**src/design/dpsc_pkg.sv**
```systemverilog
// Package for the decimated PI phase-shift controller.
// Holds widths, fixed constants, register indexes and the control summary type.
// No dependencies.
`timescale 1ns / 1ps

package dpsc_pkg;

  // Field widths
  localparam int RAW_W    = 16;
  localparam int MEAS_W   = 17;
  localparam int ERR_W    = 18;
  localparam int TGT_W    = 13;
  localparam int GAIN_W   = 10;
  localparam int SHIFT_W  = 10;
  localparam int TICK_W   = 16;
  localparam int INTEG_W  = 32;
  localparam int PROP_W   = GAIN_W + 1 + ERR_W;    // kp * err, signed
  localparam int IPROD_W  = GAIN_W + 1 + INTEG_W;  // ki * acc, signed
  localparam int CTRL_W   = IPROD_W;               // sum fits, |sum| < 2^42
  localparam int CFG_W    = 16;
  localparam int CFG_IDX_W = 3;

  // Fixed constants
  localparam logic [MEAS_W-1:0]  SENSOR_OFFSET = 17'd4;
  localparam int                 SHIFT_DIVISOR = 80;
  localparam logic [SHIFT_W-1:0] SHIFT_FLOOR   = 10'd5;

  // Control values at or above this give a shift beyond any limit
  localparam int BIG_THRESH = SHIFT_DIVISOR * (1 << SHIFT_W);
  localparam int LOW_W      = 17;                   // covers values below BIG_THRESH
  // c/80 = (c>>4)/5; divide by 5 via reciprocal multiply
  localparam int PRE_SHIFT  = 4;
  localparam int QIN_W      = LOW_W - PRE_SHIFT;    // 13 bits
  localparam logic [15:0] RECIP_5   = 16'd52429;    // ceil(2^18 / 5)
  localparam int          RECIP_SH  = 18;
  localparam int          QPROD_W   = QIN_W + 16;

  // Reset values of the configuration registers
  localparam logic [TGT_W-1:0]   TARGET_RST   = 13'd280;
  localparam logic [GAIN_W-1:0]  PROP_RST     = 10'd10;
  localparam logic [GAIN_W-1:0]  INTEG_RST    = 10'd5;
  localparam logic [SHIFT_W-1:0] LIMIT_RST    = 10'd350;
  localparam logic [TICK_W-1:0]  INTERVAL_RST = 16'd7000;

  // Configuration register indexes
  localparam logic [CFG_IDX_W-1:0] CFG_TARGET   = 3'd0;
  localparam logic [CFG_IDX_W-1:0] CFG_PROP     = 3'd1;
  localparam logic [CFG_IDX_W-1:0] CFG_INTEG    = 3'd2;
  localparam logic [CFG_IDX_W-1:0] CFG_LIMIT    = 3'd3;
  localparam logic [CFG_IDX_W-1:0] CFG_INTERVAL = 3'd4;

  // Summary of the control value handed to the shift quantizer
  typedef struct packed {
    logic             neg;   // control value below zero
    logic             big;   // control value at or above BIG_THRESH
    logic [LOW_W-1:0] low;   // control value when neither flag is set
  } ctl_sum_t;

endpackage

```
**src/design/dpsc_shift_quant.sv**
```systemverilog
// Phase shift quantizer: control summary / 80, clamp to limit, non-positive quotient becomes five.
// Depends on dpsc_pkg.
`timescale 1ns / 1ps

module dpsc_shift_quant import dpsc_pkg::*; (
  input  ctl_sum_t             ctl,
  input  logic [SHIFT_W-1:0]   limit,
  output logic [SHIFT_W-1:0]   shift
);

  logic [QIN_W-1:0]   q_in;
  logic [QPROD_W-1:0] q_prod;
  logic [SHIFT_W-1:0] quot;

  // Divide by 80: drop four bits, then multiply by the reciprocal of five
  assign q_in   = ctl.low[LOW_W-1:PRE_SHIFT];
  assign q_prod = QPROD_W'(q_in) * QPROD_W'(RECIP_5);
  assign quot   = q_prod[RECIP_SH +: SHIFT_W];

  // Clamp; a non-positive quotient becomes the floor value
  always_comb begin
    priority if (ctl.neg) begin
      shift = SHIFT_FLOOR;
    end else if (ctl.big) begin
      shift = limit;
    end else if (quot > limit) begin
      shift = limit;
    end else if (quot == '0) begin
      shift = SHIFT_FLOOR;
    end else begin
      shift = quot;
    end
  end

endmodule

```
**src/design/decimated_pi_phase_shift_controller.sv**
```systemverilog
// Decimated PI phase-shift controller, registered pipeline of five stages.
// Stages A-D, then the output register; one request per cycle while out_stall is low.
// Loops: the integrator add/saturate in the second stage and the tick counter.
// Stages advance independently, so a bubble lets input be taken under output stall.
// Reset (rst, synchronous) empties the pipeline, clears tick count, integrator and
// held shift, and loads the configuration registers with their defaults.
`timescale 1ns / 1ps

module decimated_pi_phase_shift_controller import dpsc_pkg::*; (
  input  logic                         clk,
  input  logic                         rst,
  // configuration
  input  logic                         cfg_write,
  input  logic [CFG_IDX_W-1:0]         cfg_index,
  input  logic [CFG_W-1:0]             cfg_data,
  // input channel
  input  logic                         in_valid,
  output logic                         in_stall,
  input  logic signed [RAW_W-1:0]      raw_voltage,
  // output channel
  output logic                         out_valid,
  input  logic                         out_stall,
  output logic signed [MEAS_W-1:0]     measured_voltage,
  output logic [SHIFT_W-1:0]           phase_shift,
  output logic                         updated
);

  // Configuration registers
  logic [TGT_W-1:0]   target_voltage;
  logic [GAIN_W-1:0]  prop_gain;
  logic [GAIN_W-1:0]  integral_gain;
  logic [SHIFT_W-1:0] shift_limit;
  logic [TICK_W-1:0]  update_interval;

  always_ff @(posedge clk) begin
    if (rst) begin
      target_voltage  <= TARGET_RST;
      prop_gain       <= PROP_RST;
      integral_gain   <= INTEG_RST;
      shift_limit     <= LIMIT_RST;
      update_interval <= INTERVAL_RST;
    end else if (cfg_write) begin
      unique case (cfg_index)
        CFG_TARGET:   target_voltage  <= cfg_data[TGT_W-1:0];
        CFG_PROP:     prop_gain       <= cfg_data[GAIN_W-1:0];
        CFG_INTEG:    integral_gain   <= cfg_data[GAIN_W-1:0];
        CFG_LIMIT:    shift_limit     <= cfg_data[SHIFT_W-1:0];
        CFG_INTERVAL: update_interval <= cfg_data[TICK_W-1:0];
        default: ;
      endcase
    end
  end

  // Stage enables, back to front
  logic en_a, en_b, en_c, en_d, en_out;
  logic a_valid, b_valid, c_valid, d_valid;

  assign en_out   = !out_valid || !out_stall;
  assign en_d     = !d_valid || en_out;
  assign en_c     = !c_valid || en_d;
  assign en_b     = !b_valid || en_c;
  assign en_a     = !a_valid || en_b;
  assign in_stall = !en_a;

  logic accept;
  assign accept = in_valid && en_a;

  // Decimation counter
  logic [TICK_W-1:0] tick_count;
  logic              fire;

  assign fire = (tick_count == '0) || (tick_count >= update_interval);

  always_ff @(posedge clk) begin
    if (rst) begin
      tick_count <= '0;
    end else if (accept) begin
      tick_count <= fire ? TICK_W'(1) : tick_count + TICK_W'(1);
    end
  end

  // Stage A: calibrate and form the error
  logic signed [MEAS_W-1:0] meas_in;
  logic signed [ERR_W-1:0]  err_in;
  logic                     a_fire;
  logic signed [MEAS_W-1:0] a_meas;
  logic signed [ERR_W-1:0]  a_err;

  assign meas_in = MEAS_W'(raw_voltage) - $signed(SENSOR_OFFSET);
  assign err_in  = $signed(ERR_W'(target_voltage)) - ERR_W'(meas_in);

  always_ff @(posedge clk) begin
    if (rst) begin
      a_valid <= 1'b0;
    end else if (en_a) begin
      a_valid <= in_valid;
    end
  end

  always_ff @(posedge clk) begin
    if (accept) begin
      a_fire <= fire;
      a_meas <= meas_in;
      a_err  <= err_in;
    end
  end

  // Stage B: saturating integrator
  logic signed [INTEG_W-1:0] integral_sum;
  logic signed [INTEG_W:0]   acc_wide;
  logic signed [INTEG_W-1:0] acc_sat;
  logic                      b_fire;
  logic signed [MEAS_W-1:0]  b_meas;
  logic signed [ERR_W-1:0]   b_err;
  logic signed [INTEG_W-1:0] b_acc;

  assign acc_wide = (INTEG_W+1)'(integral_sum) + (INTEG_W+1)'(a_err);

  always_comb begin
    if (acc_wide[INTEG_W] != acc_wide[INTEG_W-1]) begin
      acc_sat = acc_wide[INTEG_W] ? {1'b1, {(INTEG_W-1){1'b0}}}
                                  : {1'b0, {(INTEG_W-1){1'b1}}};
    end else begin
      acc_sat = acc_wide[INTEG_W-1:0];
    end
  end

  always_ff @(posedge clk) begin
    if (rst) begin
      integral_sum <= '0;
      b_valid      <= 1'b0;
    end else if (en_b) begin
      b_valid <= a_valid;
      if (a_valid && a_fire) begin
        integral_sum <= acc_sat;
      end
    end
  end

  always_ff @(posedge clk) begin
    if (en_b) begin
      b_fire <= a_fire;
      b_meas <= a_meas;
      b_err  <= a_err;
      b_acc  <= acc_sat;
    end
  end

  // Stage C: gain products
  logic                      c_fire;
  logic signed [MEAS_W-1:0]  c_meas;
  logic signed [PROP_W-1:0]  c_prop;
  logic signed [IPROD_W-1:0] c_integ;

  always_ff @(posedge clk) begin
    if (rst) begin
      c_valid <= 1'b0;
    end else if (en_c) begin
      c_valid <= b_valid;
    end
  end

  always_ff @(posedge clk) begin
    if (en_c) begin
      c_fire  <= b_fire;
      c_meas  <= b_meas;
      c_prop  <= PROP_W'($signed({1'b0, prop_gain})) * PROP_W'(b_err);
      c_integ <= IPROD_W'($signed({1'b0, integral_gain})) * IPROD_W'(b_acc);
    end
  end

  // Stage D: sum and summarize the control value
  logic signed [CTRL_W-1:0] ctrl_sum;
  logic                     d_fire;
  logic signed [MEAS_W-1:0] d_meas;
  ctl_sum_t                 d_ctl;

  assign ctrl_sum = CTRL_W'(c_prop) + c_integ;

  always_ff @(posedge clk) begin
    if (rst) begin
      d_valid <= 1'b0;
    end else if (en_d) begin
      d_valid <= c_valid;
    end
  end

  always_ff @(posedge clk) begin
    if (en_d) begin
      d_fire    <= c_fire;
      d_meas    <= c_meas;
      d_ctl.neg <= ctrl_sum[CTRL_W-1];
      d_ctl.big <= (ctrl_sum >= $signed(CTRL_W'(BIG_THRESH)));
      d_ctl.low <= ctrl_sum[LOW_W-1:0];
    end
  end

  // Stage E: quantize, clamp, hold
  logic [SHIFT_W-1:0] new_shift;

  dpsc_shift_quant u_quant (
    .ctl   (d_ctl),
    .limit (shift_limit),
    .shift (new_shift)
  );

  always_ff @(posedge clk) begin
    if (rst) begin
      out_valid   <= 1'b0;
      phase_shift <= '0;
    end else if (en_out) begin
      out_valid <= d_valid;
      if (d_valid && d_fire) begin
        phase_shift <= new_shift;
      end
    end
  end

  always_ff @(posedge clk) begin
    if (en_out && d_valid) begin
      measured_voltage <= d_meas;
      updated          <= d_fire;
    end
  end

endmodule

```
**config.mk**
```make
export PLATFORM = sky130hd
export DESIGN_NAME = decimated_pi_phase_shift_controller
export DESIGN_NICKNAME = d
export VERILOG_FILES = /design/src/design/dpsc_pkg.sv /design/src/design/dpsc_shift_quant.sv /design/src/design/decimated_pi_phase_shift_controller.sv
export SDC_FILE = /design/constraint.sdc
export NUM_CORES = 2
export LEC_CHECK = 0
export BUFFER_PORTS_ARGS = -buffer_cell sky130_fd_sc_hd__buf_2
export CORE_MARGIN = 2
export CORE_UTILIZATION = 40
export CTS_CLUSTER_SIZE = 14
export DETAILED_ROUTE_END_ITERATION = 6
export PLACE_DENSITY = 0.57
export SLEW_MARGIN = 20
export SYNTH_ARGS = -nofsm -noshare
export SYNTH_HDL_FRONTEND = slang
export SYNTH_HIERARCHICAL = 1
export SYNTH_SLANG_ARGS = --single-unit
export TNS_END_PERCENT = 50
```
**constraint.sdc**
```tcl
create_clock -name clk -period 6.1 [get_ports clk]
set_input_delay 1.83 -clock clk [delete_from_list [all_inputs] [get_ports clk]]
set_output_delay 1.83 -clock clk [all_outputs]
set_load 0.03 [all_outputs]
```
==> metrics.txt <==
Die Y-Extent=315 µm; Placeable Area=95,300 µm²; worst setup path category=register to register; Row Count=113; Worst Setup End Kind=register; Boundary Pins=70; worst setup margin=-98.7 ps; Ant. Diodes=0; IO Port Bufs=69; Worst Setup Start Kind=register; Routed WL=94.1 mm; post-route setup TNS=-374 ps; grt ovf=0; Yosys warning total=6; Final Wtd Congestion=0.869; initial antenna violation count=1; via count=28,207; worst slew pin tran=950 ps; RSZ-0062 raised after global routing=true; Pre-antenna DRT Iters=5; Mapped Area=38,600 µm²; vias in the first global route=28,868; violation count after the first detailed-route iteration=1,476; Critical Path Slowest Stage Cell=fa_2; Max Freq=0.161 GHz; H-tree levels=2; filler instances=9,134; Fin Clk Skew=55.2 ps; Mean Syn Cell Area=9.41 µm²; layout cells sized above 1=13.4%; Hold Buf Count CTS=0; Worst path max stage delay=610 ps; clock buffer depth=3; Arr. time, crit path=6690 ps; DR DRC count=0; Die Area=99,100 µm²; Synth-to-Final Area Change=15.5%; total CTS buffers=45; synthesized net count=4,982; vias per inst=4.98; status=finished, violations left; HP Class=register to register; antenna-violating nets left=0; Detailed Place HPWL=76.8 mm; Nets=5,238; pin count of the biggest net entering global routing=73; critical path's most frequent cell=inv_2; final cycle utilization of the critical path=102%; Synth Instances=4,104; Fin. Hold Viols=0; CP max FO=6; CTS sink cnt=367; Starting Density=40.5%; Die Wd=315 µm; Critical Path RT=6590 ps; GRT Util Overall=19.4%; # Max-Cap Violations=0; failing checks=setup timing; endpoints failing setup=7; slew margin rel.=36.7%; Tmin final=6200 ps; Pins Over Slew Limit=0; Routed WL per cell=16.6 µm; clock-pin slew on the worst setup and hold paths=60 ps; Root Driver=clkbuf_16; TritonCTS clock tree=built; Clk Latency, worst-skew pair=620 ps; first-pass GRT wire length=154 mm
==> timing repair <==
item                                   4_1_cts  5_1_grt
resized for setup                           32       86
buffers inserted                             9       14
endpoints found under the hold margin        0        0
pin swaps                                   27       58
setup endpoints to repair                   19       26
==> final timing paths <==
kind,startpoint,end,slack [ps],depth (start not counted)
worst max-delay path,d_ctl[10],phase_shift[0],-100,28
worst min-delay path,c_meas[16],d_meas[16],410,0
worst max register to register,d_ctl[10],phase_shift[0],-100,28
worst min register to register,c_meas[16],d_meas[16],410,0
==> layout make-up <==
cell class / instances / area, µm² / area share (%)
inverter: 699 / 2620 / 5.88
clock buffer: 53 / 1160 / 2.59
clock inverter: 30 / 375 / 0.841
multi-input combinational: 2881 / 26300 / 58.9
timing repair buffer: 366 / 2790 / 6.25
sequential: 367 / 9810 / 22.0
tap: 1265 / 1580 / 3.55
==> metrics by stage <==
stage	setup slack [ps]	hold WS [ps]	util, %	instance area, µm²	instances
after detailed placement	-250	405	44.5	42400	5555
after CTS	-117	414	46.3	44100	5647
after global placement	-172	401	44.5	42400	5555
final	-98.7	413	46.8	44600	5661
after global routing	-396	419	46.8	44600	5661
after floorplan	77.1	400	-	38800	4104
==> state kept, by name (all words and copies together) (netlist names), 13 cells and up <==
register          cells
a_err                18
a_meas               17
b_acc                32
b_err                18
b_meas               17
c_integ              43
c_meas               17
c_prop               29
d_ctl                15
d_meas               17
integral_sum         32
measured_voltage     17
target_voltage       13
tick_count           16
update_interval      16
==> critical path: cells and delay by family, from the launching register on <==
family | cells | cell delay (ps)
buffers and inverters | 6 | 540
AOI/OAI and AO/OA | 9 | 1810
adders and majority gates | 7 | 2760
and+or+nand+nor | 5 | 400
muxes | 1 | 140
DFF | 1 | 400
==> metal layers <==
metal  wire length (µm)  GRT usage, %
met5                  0             0
met4               1870          4.07
met3               3820          2.50
met2              44800          33.0
met1              43700          26.4
==> placed cells by master, fill, tap and decap left out, drive strengths merged, types with 122 or more instances in the layout <==
cell type and n:
dfxtp 122, edfxtp 245, fa 485, buf 366, ha 353, inv 702, a21oi 203, nand2 566
and2 224, nor2 204
Power is left out: the tool's default activity adds up to more than one toggle a clock period on the data nets, which glitch-free logic cannot reach.
